$ cat src/rtl/ttps_pkg.sv
// Shared types and constants for the transposition table probe/store block.
// No dependencies; imported by the controller, datapath and top level.
package ttps_pkg;

   // Slot count; must be a power of two, the slot is the low key bits.
   localparam int TABLE_ENTRIES = 4096;
   localparam int IDX_W         = $clog2(TABLE_ENTRIES);

   localparam logic OP_PROBE = 1'b0;
   localparam logic OP_STORE = 1'b1;

   localparam logic [1:0] BOUND_EXACT = 2'd0;
   localparam logic [1:0] BOUND_LOWER = 2'd1;
   localparam logic [1:0] BOUND_UPPER = 2'd2;

   typedef struct packed {
      logic [63:0]        key;
      logic [15:0]        move;
      logic signed [15:0] score;
      logic signed [7:0]  depth;
      logic [1:0]         bound;
   } entry_type;

   localparam int ENTRY_W = $bits(entry_type);

   typedef enum logic [2:0] {
      ST_CLEAR  = 3'b001,
      ST_IDLE   = 3'b010,
      ST_LOOKUP = 3'b100
   } state_type;

   // controller -> datapath
   typedef struct packed {
      logic clear_wr;   // write a zero slot at the sweep counter
      logic capture;    // take the request beat, read its slot
      logic evaluate;   // slot data is back: decide, write, register result
   } ctrl_cmd_type;

   // datapath -> controller
   typedef struct packed {
      logic clear_last;
   } dp_status_type;

endpackage

$ cat src/rtl/ttps_ctrl.sv
// Controller FSM: clearing sweep after reset, then accept / lookup sequencing.
// Depends on ttps_pkg.
module ttps_ctrl import ttps_pkg::*; (
   input  logic          clock,
   input  logic          reset,
   input  logic          start,
   input  dp_status_type status,
   output ctrl_cmd_type  cmd,
   output logic          busy
);

   state_type state_ff, state_in;

   always_comb begin
      state_in     = state_ff;
      cmd          = '0;
      busy         = 1'b1;
      case (state_ff)
         ST_CLEAR: begin
            cmd.clear_wr = 1'b1;
            if (status.clear_last) begin
               state_in = ST_IDLE;
            end
         end
         ST_IDLE: begin
            busy = 1'b0;
            if (start) begin
               cmd.capture = 1'b1;
               state_in    = ST_LOOKUP;
            end
         end
         ST_LOOKUP: begin
            cmd.evaluate = 1'b1;
            state_in     = ST_IDLE;
         end
         default: begin
            state_in = ST_CLEAR;
         end
      endcase
   end

   always_ff @(posedge clock) begin
      if (reset) begin
         state_ff <= ST_CLEAR;
      end else begin
         state_ff <= state_in;
      end
   end

   a_capture_then_eval: assert property (@(posedge clock) disable iff (reset)
      cmd.capture |=> cmd.evaluate)
      else $error("accepted beat not evaluated next cycle");

   a_eval_single: assert property (@(posedge clock) disable iff (reset)
      cmd.evaluate |=> !cmd.evaluate && !cmd.clear_wr)
      else $error("evaluate not followed by idle");

   a_no_accept_in_clear: assert property (@(posedge clock) disable iff (reset)
      cmd.clear_wr |-> busy && !cmd.capture)
      else $error("beat accepted during clear sweep");

endmodule

$ cat config.mk
export PLATFORM = sky130hd
export DESIGN_NAME = ttps_ctrl
export DESIGN_NICKNAME = d
export VERILOG_FILES = /design/src/rtl/ttps_pkg.sv /design/src/rtl/ttps_ctrl.sv
export SDC_FILE = /design/constraint.sdc
export NUM_CORES = 1
export LEC_CHECK = 0
export ABC_CLOCK_PERIOD_IN_PS = 1300
export BUFFER_PORTS_ARGS = -buffer_cell sky130_fd_sc_hd__clkbuf_2
export CAP_MARGIN = 10
export CELL_PAD_IN_SITES_DETAIL_PLACEMENT = 1
export CELL_PAD_IN_SITES_GLOBAL_PLACEMENT = 1
export CORE_AREA = 2 2 39 41
export CTS_CLUSTER_DIAMETER = 40
export DETAILED_ROUTE_END_ITERATION = 8
export DIE_AREA = 0 0 41 43
export GPL_ROUTABILITY_DRIVEN = 1
export PLACE_DENSITY_LB_ADDON = 0.1
export SLEW_MARGIN = 0
export SYNTH_ARGS = -nofsm -noshare
export SYNTH_HDL_FRONTEND = slang
export SYNTH_SLANG_ARGS = --single-unit
export TNS_END_PERCENT = 1
$ cat constraint.sdc
create_clock -name clock -period 1.3 [get_ports clock]
set_clock_uncertainty 0.15 [all_clocks]
set_input_delay 0.065 -clock clock [delete_from_list [all_inputs] [get_ports clock]]
set_output_delay 0.065 -clock clock [all_outputs]
set_load 0.1 [all_outputs]
==> impl_metrics.yaml <==
pwr:
  p_leak_nw: 0.173
  p_int_mw: 0.272
  p_sw_share_pct: 30.0
  pwr-share-comb_pct: 32.6
  seq_power_share_pct: 25.7
  vdd_ir_drop_max_mv: 0.388
  power.share.clock_pct: 41.8
  netSwitchingPower_mw: 0.116
  pwr_density_cell_mw_per_mm2: 915
route:
  initialDrtViolationCount: 2
  drc: 0
  drtPass1Iterations: 2
  drtAntennaViolNets: 0
  vias_per_cell: 3.65
  wl_per_cell_um: 8.88
  vias: 186
  routed_wl_um: 453
yosys:
  synth_top_family_by_area: "simple AND/OR/NAND/NOR gates"
  ys_seq_area_share_pct: 39.0
  synth-seq-cells: 3
  yosys.area_share.xor_xnor_pct: 5.69
  synthCells: 16
  ys_types: 11
  syn-cell-area_um2: 154
  avgSynthCellArea_um2: 9.62
  ys_warn_count: 0
  syn-num-nets: 20
  yosys.area_share.adder_pct: 0
  synth_compound_area_share_pct: 4.88
  synthMuxAreaShare_pct: 0
  synth-simple-area-share_pct: 48.0
critical_path:
  critPathSlowestCell: "or3b_4"
  crit_chain: "or3b_4 > nor2_4 > buf_12"
  worst-endpoint-arrival_ns: 1.26
  crit_required_ns: 1.09
  cp-start-kind: "flip-flop"
  max_stage_delay_ns: 0.40
  critPathMaxFanout: 3
  crit_path_end_kind: "output port"
  worstSetupPathType: "reg -> out"
floorplan:
  core-area_mm2: 0.00138
  dieArea_mm2: 0.00176
  start_util_pct: 11.1
  num_rows: 14
  die_h_um: 43
  fp.dieW_um: 41
  num_io_pins: 8
cells_and_area:
  antennaDiodeCount: 0
  layout_common_cells: "buf_12, clkbuf_4, clkbuf_2, buf_4"
  layoutNonFillerInstCount: 51
  synthToLayoutAreaGrowth_pct: 176
  layout_commonest_cell: "buf_12"
  nets: 40
  largestRegisters: "state_ff: 3 flops"
  fin_util_pct: 30.7
  largest_reg_flops: 3
  drive_above_1_share_pct: 68.6
  regMostFlops: "state_ff"
global_routing:
  grt_max_degree: 6
  grt_pass1_wl_um: 779
  grtUsageTotal_pct: 6.71
  grt_overflow_total: 0
  grt_pass1_vias: 194
  antenna_found_initial: 0
placed_design:
  dp.cells: 43
  portBuffers: 7
  dp_hpwl_um: 341
  dp_slack_ns: 0.0223
  place_congestion: 0.565
sta:
  hold_viol: 0
  setup_viol: 4
  maxSlewViolCount: 0
  min_period_ns: 1.47
  worst-slew-pin-transition_ns: 0.261
  hold_ws_ns: 0.0700
  fmax_ghz: 0.679
  rsz0062_at_grt: "yes"
  finalSetupTns_ns: -0.636
  relSlewSlack_pct: 82.4
  finalCritPeriodShare_pct: 113
  setup_slack_ns: -0.173
outcome:
  outcome: "complete, but fails checks"
  violations: "negative setup slack"
clock_network:
  clk_pin_slew_ns: 0.04
  root_buffer: "clkbuf_4"
  clockBufferDepth: 2
  clk_latency_ns: 0.23
  cts_buffers: 3
  clock_sinks: 3
  cts_tree: "done"
  htreeDepth: 1
job:
  drv_cap: 0
hold_path:
  hold_class: "in -> reg"
[worst max-delay path: cells and delay by family (launching register included)]
| kind | cells | cell delay [ns] |
|---|---|---|
| buf+inv | 1 | 0.18 |
| simple gates | 2 | 0.51 |
| flops | 1 | 0.33 |
[area by class of cell]
| cell class | instances | area [um^2] |
|---|---|---|
| Tap cell | 16 | 20.0 |
| Inverter | 1 | 3.75 |
| Multi-Input combinational cell | 12 | 120 |
| Clock buffer | 4 | 26.3 |
| Timing Repair Buffer | 15 | 189 |
| Fill cell | 163 | 960 |
| Sequential cell | 3 | 65.1 |
[worst paths after layout]
path          startpoint     endpoint  slack, ns  cells past startpoint
min reg2reg  state_ff[0]  state_ff[0]       0.50                      3
max reg2reg  state_ff[1]  state_ff[1]       0.01                      5
max          state_ff[1]       cmd[1]      -0.17                      3
min                start  state_ff[1]       0.07                      4
[layer usage]
layer | GRT usage (%) | part of all wire (%)
met1 | 7.35 | 35
met5 | 0 | 0
met4 | 6.00 | 0
met3 | 1.57 | 6.6
met2 | 10.0 | 58
[cells by family (layout without fill, tap and decap cells)]
kind of cell | after synthesis | in the layout
AOI/OAI and AO/OA | 1 | 1
DFF | 3 | 3
and+or+nand+nor | 10 | 10
xor gates and xnor gates | 1 | 1
buffers and inverters | 1 | 20
[timing repair]
action	4_1_cts	5_1_grt
hold endpoints to repair	3	0
buffers inserted	2	0
hold buffers	2	0
gates cloned	0	0
pin swaps	2	0
setup endpoints to repair	4	5
resized for setup	1	0
[Yosys cell counts]
library cell | number | area, um^2
inv_1 | 1 | 3.75
nor2_1 | 3 | 11.3
nor4b_1 | 1 | 8.76
o21bai_1 | 1 | 7.51
nor3_1 | 1 | 5.00
dfxtp_1 | 3 | 60.1
xnor2_1 | 1 | 8.76
nor3b_1 | 2 | 15.0
nor3_2 | 1 | 10.0
and4bb_2 | 1 | 12.5
or3b_4 | 1 | 11.3
[stage by stage]
step	power (mW)	cell area [um^2]
finish	0.388	424
global route	0.417	424
CTS	0.401	424
detailed placement	0.220	359
global placement	0.220	359
floorplan	0.170	189
[power by group through the flow]
stage               combinational [mW]  sequential (mW)  clock, mW
detailed placement               0.117            0.102          0
floorplan                       0.0627            0.107          0
CTS                              0.127           0.0994      0.174
global route                     0.134            0.100      0.183
finish                           0.126           0.0995      0.162
global placement                 0.117            0.103          0
Power figures use the tool's default switching activity.
